===== src/sv/tcl_lex_pkg.sv =====
// Shared types, codes and character classes for the constraint lexer.
// Depends on nothing; every other file refers to it by scoped names.
package tcl_lex_pkg;

  localparam int MAX_NEST = 255;
  localparam int DEPTH_W  = $clog2(MAX_NEST + 1);
  localparam int QDEPTH   = 4;
  localparam int QPTR_W   = $clog2(QDEPTH);

  localparam logic [2:0] KIND_EOF     = 3'd0;
  localparam logic [2:0] KIND_STRING  = 3'd1;
  localparam logic [2:0] KIND_NUMBER  = 3'd2;
  localparam logic [2:0] KIND_IDENT   = 3'd3;
  localparam logic [2:0] KIND_UNKNOWN = 3'd4;

  localparam logic [2:0] MODE_IDLE    = 3'd0;
  localparam logic [2:0] MODE_COMMENT = 3'd1;
  localparam logic [2:0] MODE_SLASH   = 3'd2;
  localparam logic [2:0] MODE_STRING  = 3'd3;
  localparam logic [2:0] MODE_NUMBER  = 3'd4;
  localparam logic [2:0] MODE_IDENT   = 3'd5;

  localparam logic [7:0] CH_NL     = 8'h0a;
  localparam logic [7:0] CH_HASH   = 8'h23;
  localparam logic [7:0] CH_SLASH  = 8'h2f;
  localparam logic [7:0] CH_LBRACE = 8'h7b;
  localparam logic [7:0] CH_RBRACE = 8'h7d;
  localparam logic [7:0] CH_LBRACK = 8'h5b;
  localparam logic [7:0] CH_RBRACK = 8'h5d;
  localparam logic [7:0] CH_UNDER  = 8'h5f;
  localparam logic [7:0] CH_MINUS  = 8'h2d;
  localparam logic [7:0] CH_PLUS   = 8'h2b;
  localparam logic [7:0] CH_DOT    = 8'h2e;
  localparam logic [7:0] CH_LOW_E  = 8'h65;
  localparam logic [7:0] CH_UP_E   = 8'h45;

  typedef struct packed {
    logic [7:0] ch;
    logic       end_mark;
  } in_item_t;

  typedef struct packed {
    logic [2:0] kind;
    logic [7:0] out_byte;
    logic       first;
    logic       last;
  } out_item_t;

  // One queue entry holds every result of one input item.
  typedef struct packed {
    logic      two;
    out_item_t r0;
    out_item_t r1;
  } lex_ent_t;

  typedef struct packed {
    logic full;
    logic nempty;
  } q_stat_t;

  function automatic logic is_space(input logic [7:0] c);
    return c inside {[8'd9:8'd13], 8'd32};
  endfunction

  function automatic logic is_digit(input logic [7:0] c);
    return c inside {[8'h30:8'h39]};
  endfunction

  function automatic logic ident_start(input logic [7:0] c);
    return (c inside {[8'h61:8'h7a], [8'h41:8'h5a]}) || c == CH_UNDER || c == CH_MINUS;
  endfunction

  function automatic logic ident_more(input logic [7:0] c);
    return ident_start(c) || is_digit(c) || c == CH_SLASH || c == CH_LBRACK ||
           c == CH_RBRACK || c == CH_LBRACE || c == CH_RBRACE;
  endfunction

  function automatic logic number_more(input logic [7:0] c);
    return is_digit(c) || c == CH_DOT || c == CH_LOW_E || c == CH_UP_E ||
           c == CH_PLUS || c == CH_MINUS;
  endfunction

endpackage


===== src/sv/tcl_constraint_lexer.sv =====
// Streaming lexer for constraint text, one byte (or an end mark) per item.
// It takes one item every cycle while its four-entry result queue has room.
// Results leave at one per cycle while the reader pops; an item after a held
// slash can give two results, so it holds the output side for both and the
// queue absorbs the difference. Accepted results go to the queue, then to the
// back end's output register. Depends on tcl_lex_pkg and the tcl_lex_* parts.
module tcl_constraint_lexer (
  input  logic                   clk,
  input  logic                   rst_n,
  input  logic                   push,
  output logic                   full,
  input  tcl_lex_pkg::in_item_t  in_item,
  output logic                   empty,
  input  logic                   pop,
  output tcl_lex_pkg::out_item_t out_item
);

  logic                  acc, ent_push, q_pop;
  tcl_lex_pkg::lex_ent_t ent, q_data;
  tcl_lex_pkg::q_stat_t  q_stat;

  assign full = q_stat.full;
  assign acc  = push && !q_stat.full;

  tcl_lex_front u_front (
    .clk      (clk),
    .rst_n    (rst_n),
    .acc      (acc),
    .in_item  (in_item),
    .ent_push (ent_push),
    .ent      (ent)
  );

  tcl_lex_fifo u_fifo (
    .clk   (clk),
    .rst_n (rst_n),
    .push  (ent_push),
    .wdata (ent),
    .pop   (q_pop),
    .rdata (q_data),
    .stat  (q_stat)
  );

  tcl_lex_back u_back (
    .clk      (clk),
    .rst_n    (rst_n),
    .stat     (q_stat),
    .rdata    (q_data),
    .q_pop    (q_pop),
    .empty    (empty),
    .pop      (pop),
    .out_item (out_item)
  );

endmodule


===== src/sv/tcl_lex_front.sv =====
// Lexer front end: holds the token state and turns each accepted item that
// yields results into one queue entry of up to two. Depends on tcl_lex_pkg.
module tcl_lex_front (
  input  logic                 clk,
  input  logic                 rst_n,
  input  logic                 acc,
  input  tcl_lex_pkg::in_item_t in_item,
  output logic                 ent_push,
  output tcl_lex_pkg::lex_ent_t ent
);

  logic [2:0]                     mode_r, mode_nxt;
  logic                           brace_r, brace_nxt;
  logic [tcl_lex_pkg::DEPTH_W-1:0] depth_r, depth_nxt;

  localparam logic [tcl_lex_pkg::DEPTH_W-1:0] NEST_LIM =
    tcl_lex_pkg::DEPTH_W'(tcl_lex_pkg::MAX_NEST);
  localparam logic [tcl_lex_pkg::DEPTH_W-1:0] ONE = tcl_lex_pkg::DEPTH_W'(1);

  logic [7:0] c;
  logic       do_begin, pre, main_v;
  logic [2:0] main_kind;
  logic       main_first;
  logic [7:0] main_byte;
  logic       b_emit;
  logic [2:0] b_kind, b_mode;
  logic       b_str;
  logic       opener, closer;
  tcl_lex_pkg::out_item_t slash_res, main_res;

  assign c = in_item.ch;

  // What starting a token on this byte would do.
  always_comb begin
    b_emit = 1'b0;
    b_kind = tcl_lex_pkg::KIND_UNKNOWN;
    b_mode = tcl_lex_pkg::MODE_IDLE;
    b_str  = 1'b0;
    if (tcl_lex_pkg::is_space(c)) begin
      b_mode = tcl_lex_pkg::MODE_IDLE;
    end else if (c == tcl_lex_pkg::CH_HASH) begin
      b_mode = tcl_lex_pkg::MODE_COMMENT;
    end else if (c == tcl_lex_pkg::CH_SLASH) begin
      b_mode = tcl_lex_pkg::MODE_SLASH;
    end else if (c == tcl_lex_pkg::CH_LBRACE || c == tcl_lex_pkg::CH_LBRACK) begin
      b_mode = tcl_lex_pkg::MODE_STRING;
      b_kind = tcl_lex_pkg::KIND_STRING;
      b_emit = 1'b1;
      b_str  = 1'b1;
    end else if (tcl_lex_pkg::is_digit(c) || c == tcl_lex_pkg::CH_DOT) begin
      b_mode = tcl_lex_pkg::MODE_NUMBER;
      b_kind = tcl_lex_pkg::KIND_NUMBER;
      b_emit = 1'b1;
    end else if (tcl_lex_pkg::ident_start(c)) begin
      b_mode = tcl_lex_pkg::MODE_IDENT;
      b_kind = tcl_lex_pkg::KIND_IDENT;
      b_emit = 1'b1;
    end else begin
      b_emit = 1'b1;
    end
  end

  assign opener = brace_r ? (c == tcl_lex_pkg::CH_LBRACE) : (c == tcl_lex_pkg::CH_LBRACK);
  assign closer = brace_r ? (c == tcl_lex_pkg::CH_RBRACE) : (c == tcl_lex_pkg::CH_RBRACK);

  always_comb begin
    mode_nxt   = mode_r;
    brace_nxt  = brace_r;
    depth_nxt  = depth_r;
    do_begin   = 1'b0;
    pre        = 1'b0;
    main_v     = 1'b0;
    main_kind  = tcl_lex_pkg::KIND_EOF;
    main_byte  = c;
    main_first = 1'b0;
    if (in_item.end_mark) begin
      pre        = (mode_r == tcl_lex_pkg::MODE_SLASH);
      main_v     = 1'b1;
      main_kind  = tcl_lex_pkg::KIND_EOF;
      main_byte  = 8'd0;
      main_first = 1'b1;
      mode_nxt   = tcl_lex_pkg::MODE_IDLE;
      brace_nxt  = 1'b0;
      depth_nxt  = '0;
    end else begin
      case (mode_r)
        tcl_lex_pkg::MODE_COMMENT: begin
          if (c == tcl_lex_pkg::CH_NL) mode_nxt = tcl_lex_pkg::MODE_IDLE;
        end
        tcl_lex_pkg::MODE_SLASH: begin
          if (c == tcl_lex_pkg::CH_SLASH) begin
            mode_nxt = tcl_lex_pkg::MODE_COMMENT;
          end else begin
            pre      = 1'b1;
            do_begin = 1'b1;
          end
        end
        tcl_lex_pkg::MODE_STRING: begin
          main_v    = 1'b1;
          main_kind = tcl_lex_pkg::KIND_STRING;
          if (opener) begin
            if (depth_r < NEST_LIM) depth_nxt = depth_r + ONE;
          end else if (closer) begin
            if (depth_r <= ONE) begin
              depth_nxt = '0;
              mode_nxt  = tcl_lex_pkg::MODE_IDLE;
            end else begin
              depth_nxt = depth_r - ONE;
            end
          end
        end
        tcl_lex_pkg::MODE_NUMBER: begin
          if (tcl_lex_pkg::number_more(c)) begin
            main_v    = 1'b1;
            main_kind = tcl_lex_pkg::KIND_NUMBER;
          end else begin
            do_begin = 1'b1;
          end
        end
        tcl_lex_pkg::MODE_IDENT: begin
          if (tcl_lex_pkg::ident_more(c)) begin
            main_v    = 1'b1;
            main_kind = tcl_lex_pkg::KIND_IDENT;
          end else begin
            do_begin = 1'b1;
          end
        end
        default: begin
          do_begin = 1'b1;
        end
      endcase
      if (do_begin) begin
        mode_nxt   = b_mode;
        main_v     = b_emit;
        main_kind  = b_kind;
        main_first = 1'b1;
        if (b_str) begin
          brace_nxt = (c == tcl_lex_pkg::CH_LBRACE);
          depth_nxt = ONE;
        end
      end
    end
  end

  always_comb begin
    slash_res.kind     = tcl_lex_pkg::KIND_UNKNOWN;
    slash_res.out_byte = tcl_lex_pkg::CH_SLASH;
    slash_res.first    = 1'b1;
    slash_res.last     = !main_v;
    main_res.kind      = main_kind;
    main_res.out_byte  = main_byte;
    main_res.first     = main_first;
    main_res.last      = 1'b1;
    ent.two = pre && main_v;
    ent.r0  = pre ? slash_res : main_res;
    ent.r1  = main_res;
  end

  assign ent_push = acc && (pre || main_v);

  always_ff @(posedge clk) begin
    if (!rst_n) begin
      mode_r  <= tcl_lex_pkg::MODE_IDLE;
      brace_r <= 1'b0;
      depth_r <= '0;
    end else if (acc) begin
      mode_r  <= mode_nxt;
      brace_r <= brace_nxt;
      depth_r <= depth_nxt;
    end
  end

endmodule


===== src/sv/tcl_lex_fifo.sv =====
// Short queue of result entries between the lexer front and back ends.
// Depends on tcl_lex_pkg for the entry type and depth.
module tcl_lex_fifo (
  input  logic                  clk,
  input  logic                  rst_n,
  input  logic                  push,
  input  tcl_lex_pkg::lex_ent_t wdata,
  input  logic                  pop,
  output tcl_lex_pkg::lex_ent_t rdata,
  output tcl_lex_pkg::q_stat_t  stat
);

  localparam int CNT_W = $clog2(tcl_lex_pkg::QDEPTH + 1);

  tcl_lex_pkg::lex_ent_t mem [tcl_lex_pkg::QDEPTH];
  logic [tcl_lex_pkg::QPTR_W-1:0] wp_r, wp_nxt, rp_r, rp_nxt;
  logic [CNT_W-1:0]               cnt_r, cnt_nxt;

  assign stat.full   = (cnt_r == CNT_W'(tcl_lex_pkg::QDEPTH));
  assign stat.nempty = (cnt_r != '0);
  assign rdata       = mem[rp_r];

  always_comb begin
    wp_nxt  = push ? wp_r + 1'b1 : wp_r;
    rp_nxt  = pop ? rp_r + 1'b1 : rp_r;
    cnt_nxt = cnt_r + CNT_W'(push) - CNT_W'(pop);
  end

  always_ff @(posedge clk) begin
    if (!rst_n) begin
      wp_r  <= '0;
      rp_r  <= '0;
      cnt_r <= '0;
    end else begin
      wp_r  <= wp_nxt;
      rp_r  <= rp_nxt;
      cnt_r <= cnt_nxt;
    end
  end

  always_ff @(posedge clk) begin
    if (push) mem[wp_r] <= wdata;
  end

endmodule


===== src/sv/tcl_lex_back.sv =====
// Lexer back end: takes queue entries and hands out their results one at a
// time from a held register. Depends on tcl_lex_pkg.
module tcl_lex_back (
  input  logic                   clk,
  input  logic                   rst_n,
  input  tcl_lex_pkg::q_stat_t   stat,
  input  tcl_lex_pkg::lex_ent_t  rdata,
  output logic                   q_pop,
  output logic                   empty,
  input  logic                   pop,
  output tcl_lex_pkg::out_item_t out_item
);

  logic                  vld_r, vld_nxt;
  logic                  sel_r, sel_nxt;
  tcl_lex_pkg::lex_ent_t ent_r;
  logic                  taken, done;

  assign empty    = !vld_r;
  assign out_item = sel_r ? ent_r.r1 : ent_r.r0;
  assign taken    = pop && vld_r;
  // The held entry is used up once its final result is taken.
  assign done     = taken && (!ent_r.two || sel_r);
  assign q_pop    = stat.nempty && (!vld_r || done);

  always_comb begin
    vld_nxt = vld_r;
    sel_nxt = sel_r;
    if (q_pop) begin
      vld_nxt = 1'b1;
      sel_nxt = 1'b0;
    end else if (done) begin
      vld_nxt = 1'b0;
      sel_nxt = 1'b0;
    end else if (taken) begin
      sel_nxt = 1'b1;
    end
  end

  always_ff @(posedge clk) begin
    if (!rst_n) begin
      vld_r <= 1'b0;
      sel_r <= 1'b0;
    end else begin
      vld_r <= vld_nxt;
      sel_r <= sel_nxt;
    end
  end

  always_ff @(posedge clk) begin
    if (q_pop) ent_r <= rdata;
  end

endmodule


===== config.mk =====
export PLATFORM = sky130hd
export DESIGN_NAME = tcl_constraint_lexer
export DESIGN_NICKNAME = d
export VERILOG_FILES = /design/src/sv/tcl_lex_pkg.sv /design/src/sv/tcl_constraint_lexer.sv /design/src/sv/tcl_lex_front.sv /design/src/sv/tcl_lex_fifo.sv /design/src/sv/tcl_lex_back.sv
export SDC_FILE = /design/constraint.sdc
export NUM_CORES = 1
export LEC_CHECK = 0
export BUFFER_PORTS_ARGS = -buffer_cell sky130_fd_sc_hd__buf_2
export CAP_MARGIN = 20
export CORE_MARGIN = 2
export CORE_UTILIZATION = 35
export CTS_BUF_LIST = sky130_fd_sc_hd__clkbuf_2
export DETAILED_ROUTE_END_ITERATION = 16
export GPL_TIMING_DRIVEN = 0
export PLACE_DENSITY = 0.57
export SLEW_MARGIN = 40
export SYNTH_ARGS = -nofsm -noshare
export SYNTH_HDL_FRONTEND = slang
export SYNTH_SLANG_ARGS = --single-unit

===== constraint.sdc =====
create_clock -name clk -period 7.35 [get_ports clk]
set_input_delay 0.3675 -clock clk [delete_from_list [all_inputs] [get_ports clk]]
set_output_delay 0.3675 -clock clk [all_outputs]
set_load 0.01 [all_outputs]

==> metrics.yaml, run 1 <==
setup_path:
  cp-start-kind: "flop"
  endpoint_kind: "flop"
  crit_path_max_fanout: 16
  worst-setup-path-type: "reg2reg"
  arrival_ns: 3.80
  critPathRequiredTime_ns: 7.96
  reg2reg_setup_slack_ns: 4.16
place:
  dp_slack_ns: 3.63
  port_buffers: 22
  dp_hpwl_um: 10000
  gp_congestion: 0.914
  place_inst: 762
  placed_area_mm2: 0.00747
logic_synthesis:
  syn-num-nets: 493
  syn_area_mm2: 0.00688
  synth.yosys.seq_area_share: 0.628
  netlist_instances: 470
  ys_types: 75
  synth_warnings: 0
  async_reset_ff_frac: 0
  synth_seq_cells: 151
  ys.flop_type: "edfxtp_1"
  syn_area_per_cell_um2: 14.6
  synth_edf_count: 130
finish:
  final_cells: 795
  drive_above_1_share: 0.253
  num-nets-final: 540
  final_common_cell: "edfxtp_1"
  finalInstanceArea_mm2: 0.00774
  fin_util: 0.399
  area_growth_pct: 12.5
  layout_common_cells: "130 x edfxtp_1, 30 x buf_2, 26 x mux4_2"
  fillers: 1823
  num_antenna_cells: 0
floorplanning:
  coreArea_mm2: 0.0194
  num_rows: 51
  start_util: 0.355
  ios: 28
  dieArea_mm2: 0.0208
  die_w_um: 144
  die_h_um: 144
route:
  dr_wl_met2_um: 7190
  wl_met1_um: 6500
  dr.max_layer_used: "met4"
  wire_per_inst_um: 18.1
  firstDrtPassIters: 7
  vias_per_cell: 5.24
  drtAntennaViolNets: 0
  drc: 0
  dr_wl_met3_um: 576
  drt-initial-drc-count: 257
  route.vias.total: 4168
  drt-total-wl_um: 14400
global_routing:
  grt.total_usage: 0.147
  grt_overflow: 0
  grt_max_degree: 18
  grt_pass1_wl_um: 22900
  antenna_found_initial: 0
  grt_pass1_vias: 4211
sta:
  fin_skew_ns: 0.0322
  post-route-period-util: 0.434
  fmax_ghz: 0.313
  setup_violations: 0
  worst_pin_slew_ns: 0.764
  fin_ws_ns: 4.16
  period_needed_ns: 3.19
  fin_setup_tns_ns: 0
  hold_viol_final: 0
  drv_slew: 0
  rsz0062_at_grt: "false"
  max_slew_margin: 0.491
cts:
  numCtsBuffers: 17
  htree_levels: 4
  post_cts_resized: 0
  clock-root-buffer: "clkbuf_2"
  clk_path_buf_depth: 2
  insertion_delay_ns: 0.70
  tritoncts: "built"
  cts_setup_buffers: 0
  clk_pin_slew_ns: 0.23
  cts_hold_buf: 1
  cts_sinks: 151
pwr:
  power_leakage_nw: 2.58
  p_per_area_mw_per_mm2: 292
  irDropWorstVdd_uv: 100
status:
  status: "complete, no violations"
run:
  cap_violations: 0
hold_path:
  hp-class: "in2reg"
worst max-delay path, stage by stage, from the launching register on:
cell,delay [ns]
dfxtp_1,0.36
clkbuf_1,0.34
o21ai_0,0.29
a21oi_4,0.53
buf_8,0.26
ha_1,0.25
inv_1,0.05
ha_1,0.12
inv_1,0.05
fa_1,0.40
xnor2_1,0.15
xnor2_1,0.13
and2_1,0.15
metal layers:
layer	track usage	vias up
li1	-	1929
met1	0.191	2140
met2	0.249	84
met3	0.0325	15
met4	0.0409	0
met5	0	-
cell usage after synthesis, types with 6 or more instances:
master | n | share of area
edfxtp_1 | 130 | 0.57
mux4_2 | 26 | 0.085
nor2_1 | 22 | 0.012
dfxtp_1 | 21 | 0.061
nand2_1 | 21 | 0.011
o21ai_0 | 21 | 0.015
inv_1 | 19 | 0.010
and2_1 | 18 | 0.016
a21oi_1 | 14 | 0.010
clkbuf_1 | 13 | 0.0071
mux2_2 | 13 | 0.021
ha_1 | 9 | 0.016
nand3_1 | 9 | 0.0065
nor2b_1 | 9 | 0.0082
and3_1 | 6 | 0.0055
buf_2 | 6 | 0.0044
state kept, by name, summed over array words and instances, names as in the netlist:
| register | flops |
|---|---|
| u_front.brace_r | 1 |
| u_back.ent_r | 26 |
| u_fifo.wp_r | 2 |
| u_front.depth_r | 8 |
| u_back.vld_r | 1 |
| u_fifo.rp_r | 2 |
| u_fifo.mem | 104 |
| u_back.sel_r | 1 |
| u_front.mode_r | 3 |
| u_fifo.cnt_r | 3 |
report_power, final:
group          internal, W  switching, W
logic             0.000265      0.000318
registers          0.00113     0.0000421
clock network     0.000197      0.000311
total              0.00159      0.000672
through the flow:
step	power (W)	hold slack (ns)
after floorplan	0.00157	0.459
after global placement	0.00174	0.495
after detailed placement	0.00179	0.496
after CTS	0.00229	0.0258
after global routing	0.00239	0.0385
final	0.00226	0.0959
area by class of cell:
| class | count | area (µm²) | share of cell area |
|---|---|---|---|
| inverter | 19 | 71.3 | 0.00921 |
| tap | 265 | 332 | 0.0428 |
| sequential | 151 | 4320 | 0.559 |
| multi-input combinational | 273 | 2370 | 0.307 |
| timing repair buffer | 28 | 245 | 0.0317 |
| clock buffer | 19 | 95.1 | 0.0123 |
| clock inverter | 13 | 168 | 0.0217 |
| buffer | 27 | 131 | 0.0170 |
cell families after synthesis:
logic type,synth area share
AOI/OAI and AO/OA,0.0882
xor gates and xnor gates,0.0102
DFF,0.628
adders and majority gates,0.0193
buffers and inverters,0.0289
muxes,0.114
and+or+nand+nor,0.111
path summary, 6_finish.rpt:
path | cells past startpoint | endpoint | from
hold / removal | 5 | u_back.sel_r$_SDFFE_PP0P_ | pop
setup / recovery | 12 | u_fifo.cnt_r[2]$_SDFF_PN0_ | u_back.sel_r$_SDFFE_PP0P_
setup reg to reg | 12 | u_fifo.cnt_r[2]$_SDFF_PN0_ | u_back.sel_r$_SDFFE_PP0P_
hold reg to reg | 2 | u_front.brace_r$_SDFFE_PN0P_ | u_front.brace_r$_SDFFE_PN0P_
Power figures use the tool's default switching activity.
==> inputs of run 2 (changes only) <==
==> constraint.sdc (replaced) <==
create_clock -name clk -period 3.1 [get_ports clk]
set_input_delay 0.155 -clock clk [delete_from_list [all_inputs] [get_ports clk]]
set_output_delay 0.155 -clock clk [all_outputs]
set_load 0.01 [all_outputs]
==> run 2 against run 1 <==
Compared with the run above: register-to-register slack got worse by 3.9 ns; critical path type is now in2reg; sequential cell count unchanged; sequential power increased by 140%.
==> metrics.yaml, run 2 (synthesis results as in run 1) <==
status:
  status: "complete, no violations"  # unchanged
sta:
  max_slew_margin: 0.497  # was 0.491
  hold_viol_final: 0  # unchanged
  period_needed_ns: 2.95
  worst_pin_slew_ns: 0.755  # was 0.764 ns
  setup_violations: 0  # unchanged
  fin_skew_ns: 0.0242  # was 0.0322 ns
  fmax_ghz: 0.339
  fin_ws_ns: 0.151  # was 4.16 ns
  post-route-period-util: 0.951
  rsz0062_at_grt: "false"  # unchanged
  drv_slew: 0  # unchanged
  holdWs_ns: 0.116  # was 0.0959 ns
pwr:
  p_per_area_mw_per_mm2: 680  # was 292 mW/mm²
  p_int_w: 0.00379  # was 0.00159 W
  irDropWorstVdd_uv: 270  # was 100 µV
  pwr-share-comb: 0.263  # was 0.258
  p_sw_frac: 0.292  # was 0.297
  p_switching_w: 0.00156  # was 0.000672 W
  pwr-share-clk: 0.219  # was 0.225
  p_total_w: 0.00536  # was 0.00226 W
  power_leakage_nw: 2.63  # was 2.58 nW
  seq_power_share: 0.518  # about the same
route:
  wire_per_inst_um: 17.3  # was 18.1 µm
  firstDrtPassIters: 5  # was 7
  drt-initial-drc-count: 361  # was 257
  drc: 0  # unchanged
  drt-total-wl_um: 14000  # was 14400 µm
  route.vias.total: 4134  # was 4168
  vias_per_cell: 5.11  # was 5.24
  drtAntennaViolNets: 0  # unchanged
place:
  port_buffers: 22  # unchanged
  gp_congestion: 0.921  # was 0.914
  dp_slack_ns: -0.404  # was 3.63 ns
  dp_hpwl_um: 9650  # was 10000 µm
  place_inst: 762  # unchanged
  placed_area_mm2: 0.00747  # unchanged
setup_path:
  critPathTopFamily: "buffers and inverters"  # was compound AO/OA/AOI/OAI gates
  r2r_start: "u_front.mode_r[2]$_SDFFE_PN0P_"  # was u_back.sel_r$_SDFFE_PP0P_
  r2r_cells: 14  # was 12
  r2r_end: "u_fifo.cnt_r[2]$_SDFF_PN0_"  # unchanged
  critPathRequiredTime_ns: 3.72  # was 7.96 ns
  critical_path.startpoint: "in_item[6]"  # was u_back.sel_r$_SDFFE_PP0P_
  max_stage_delay_ns: 0.51  # was 0.53 ns
  crit_chain: "dlygate4sd3_1 -> buf_2 -> nor4b_2 -> nand4_1 -> a21o_1 -> o31ai_1 -> a21oi_2 -> inv_1 -> ha_1 -> inv_1 -> ha_1 -> inv_1 -> fa_1 -> xnor2_1 -> xnor2_1 -> and2_1"  # was clkbuf_1 -> o21ai_0 -> a21oi_4 -> buf_8 -> ha_1 -> inv_1 -> ha_1 -> inv_1 -> fa_1 -> xnor2_1 -> xnor2_1 -> and2_1
  arrival_ns: 3.57  # was 3.80 ns
  path_common_cell: "inv_1"
  worst-setup-path-type: "in2reg"  # was reg2reg
  crit_cells: 16  # was 12
  cp-endpoint: "u_fifo.cnt_r[2]$_SDFF_PN0_"  # unchanged
  cp_num_buf_inv: 5  # was 4
  endpoint_kind: "flop"  # unchanged
  cp-start-kind: "primary input"  # was flop
  critical-path-slowest-cell: "dlygate4sd3_1"  # was a21oi_4
  reg2reg_setup_slack_ns: 0.25  # was 4.16 ns
  crit_path_max_fanout: 10  # was 16
finish:
  num_antenna_cells: 0  # unchanged
  finalInstanceArea_mm2: 0.00788  # was 0.00774 mm²
  reg_top3: "u_fifo.mem x104, u_back.ent_r x26, u_front.depth_r x8"  # unchanged
  largest_reg_flops: 104  # unchanged
  final_common_cell: "edfxtp_1"  # unchanged
  fillers: 1857  # was 1823
  layout_common_cells: "130 x edfxtp_1, 30 x buf_2, 26 x mux4_2"  # unchanged
  area_growth_pct: 14.5  # was 12.5%
  drive_above_1_share: 0.256  # was 0.253
  num-nets-final: 554  # was 540
  final_cells: 809  # was 795
  top_register: "u_fifo.mem"  # unchanged
floorplanning:
  dieArea_mm2: 0.0208  # unchanged
  die_w_um: 144  # unchanged
  die_h_um: 144  # unchanged
  coreArea_mm2: 0.0194  # unchanged
  num_rows: 51  # unchanged
  ios: 28  # unchanged
  start_util: 0.355  # unchanged
global_routing:
  grt.total_usage: 0.143  # was 0.147
  grt_pass1_vias: 4160  # was 4211
  antenna_found_initial: 0  # unchanged
  grt_pass1_wl_um: 22300  # was 22900 µm
  grt_max_degree: 17  # was 18
  grt_overflow: 0  # unchanged
run:
  cap_violations: 0  # unchanged
cts:
  numCtsBuffers: 17  # unchanged
  clock-root-buffer: "clkbuf_2"  # unchanged
  htree_levels: 4  # unchanged
  clk_pin_slew_ns: 0.21  # was 0.23 ns
  cts_sinks: 151  # unchanged
  tritoncts: "built"  # unchanged
  insertion_delay_ns: 0.70  # about the same
  clk_path_buf_depth: 2  # unchanged
hold_path:
  hp-class: "in2reg"  # unchanged
[run 2: changes by cell type in the layout (fill, tap and decap cells not counted), sizes merged]
cell,delta
inv,-2
clkinv,+1
clkbuf,-1
buf,+4
clkinvlp,+2
dlygate4sd3,+10
[run 2: layout make-up]
type	instances	area, µm²	share of cell area
clock inverter	14	174	0.0221
timing repair buffer	42	375	0.0476
inverter	19	71.3	0.00905
clock buffer	18	90.1	0.0114
buffer	27	131	0.0167
sequential	151	4320	0.549
tap	265	332	0.0421
multi-input combinational	273	2380	0.302
[run 2: worst min-delay path by stage]
stage / startpoint / end / cells past startpoint
2_1_floorplan: rst_n / u_front.mode_r[1]$_SDFFE_PN0P_ / 3
3_3_place_gp: u_front.mode_r[2]$_SDFFE_PN0P_ / u_front.mode_r[2]$_SDFFE_PN0P_ / 2
3_5_place_dp: u_front.mode_r[2]$_SDFFE_PN0P_ / u_front.mode_r[2]$_SDFFE_PN0P_ / 2
4_1_cts: in_item[5] / u_fifo.mem[3][18]$_DFFE_PP_ / 3
5_1_grt: in_item[5] / u_fifo.mem[3][5]$_DFFE_PP_ / 3
6_report: in_item[5] / u_fifo.mem[3][5]$_DFFE_PP_ / 3
[run 2: through the flow]
stage          setup TNS (ns)   util
6_report                    0  0.406
5_1_grt                     0  0.406
4_1_cts                     0  0.404
3_5_place_dp           -0.504  0.385
3_3_place_gp           -41.55  0.378
2_1_floorplan               0      -
[run 2: power by group through the flow]
stage	Sequential, W	Combinational [W]	Clock [W]
final	0.00278	0.00141	0.00117
after detailed placement	0.00283	0.00141	0
after global placement	0.00283	0.00129	0
after CTS	0.00278	0.00144	0.00122
after floorplan	0.00280	0.000928	0
after global routing	0.00281	0.00155	0.00130
[run 2: repair_timing]
action | in CTS | in global routing
pin swaps | 1 | 0
buffers inserted | 1 | 3
gates resized for setup | 0 | 1
endpoints found under the hold margin | 38 | 4
endpoints found under the setup margin | 1 | 1
hold buffers | 10 | 1
[run 2: per-layer routing]
| metal | global-route usage | part of all wire | vias to the layer above |
|---|---|---|---|
| met1 | 0.188 | 0.46 | 2105 |
| li1 | - | - | 1951 |
| met5 | 0 | 0 | - |
| met3 | 0.0351 | 0.034 | 4 |
| met2 | 0.238 | 0.50 | 74 |
| met4 | 0.0393 | 0.0046 | 0 |
[run 2: worst register-to-register path, delay by kind of cell (launching register included)]
kind / cells / cell delay (ns)
compound gates: 3 / 0.48
xor+xnor: 2 / 0.27
fa+ha+maj: 3 / 0.83
buf+inv: 3 / 0.17
flops: 1 / 0.39
simple gates: 3 / 0.64
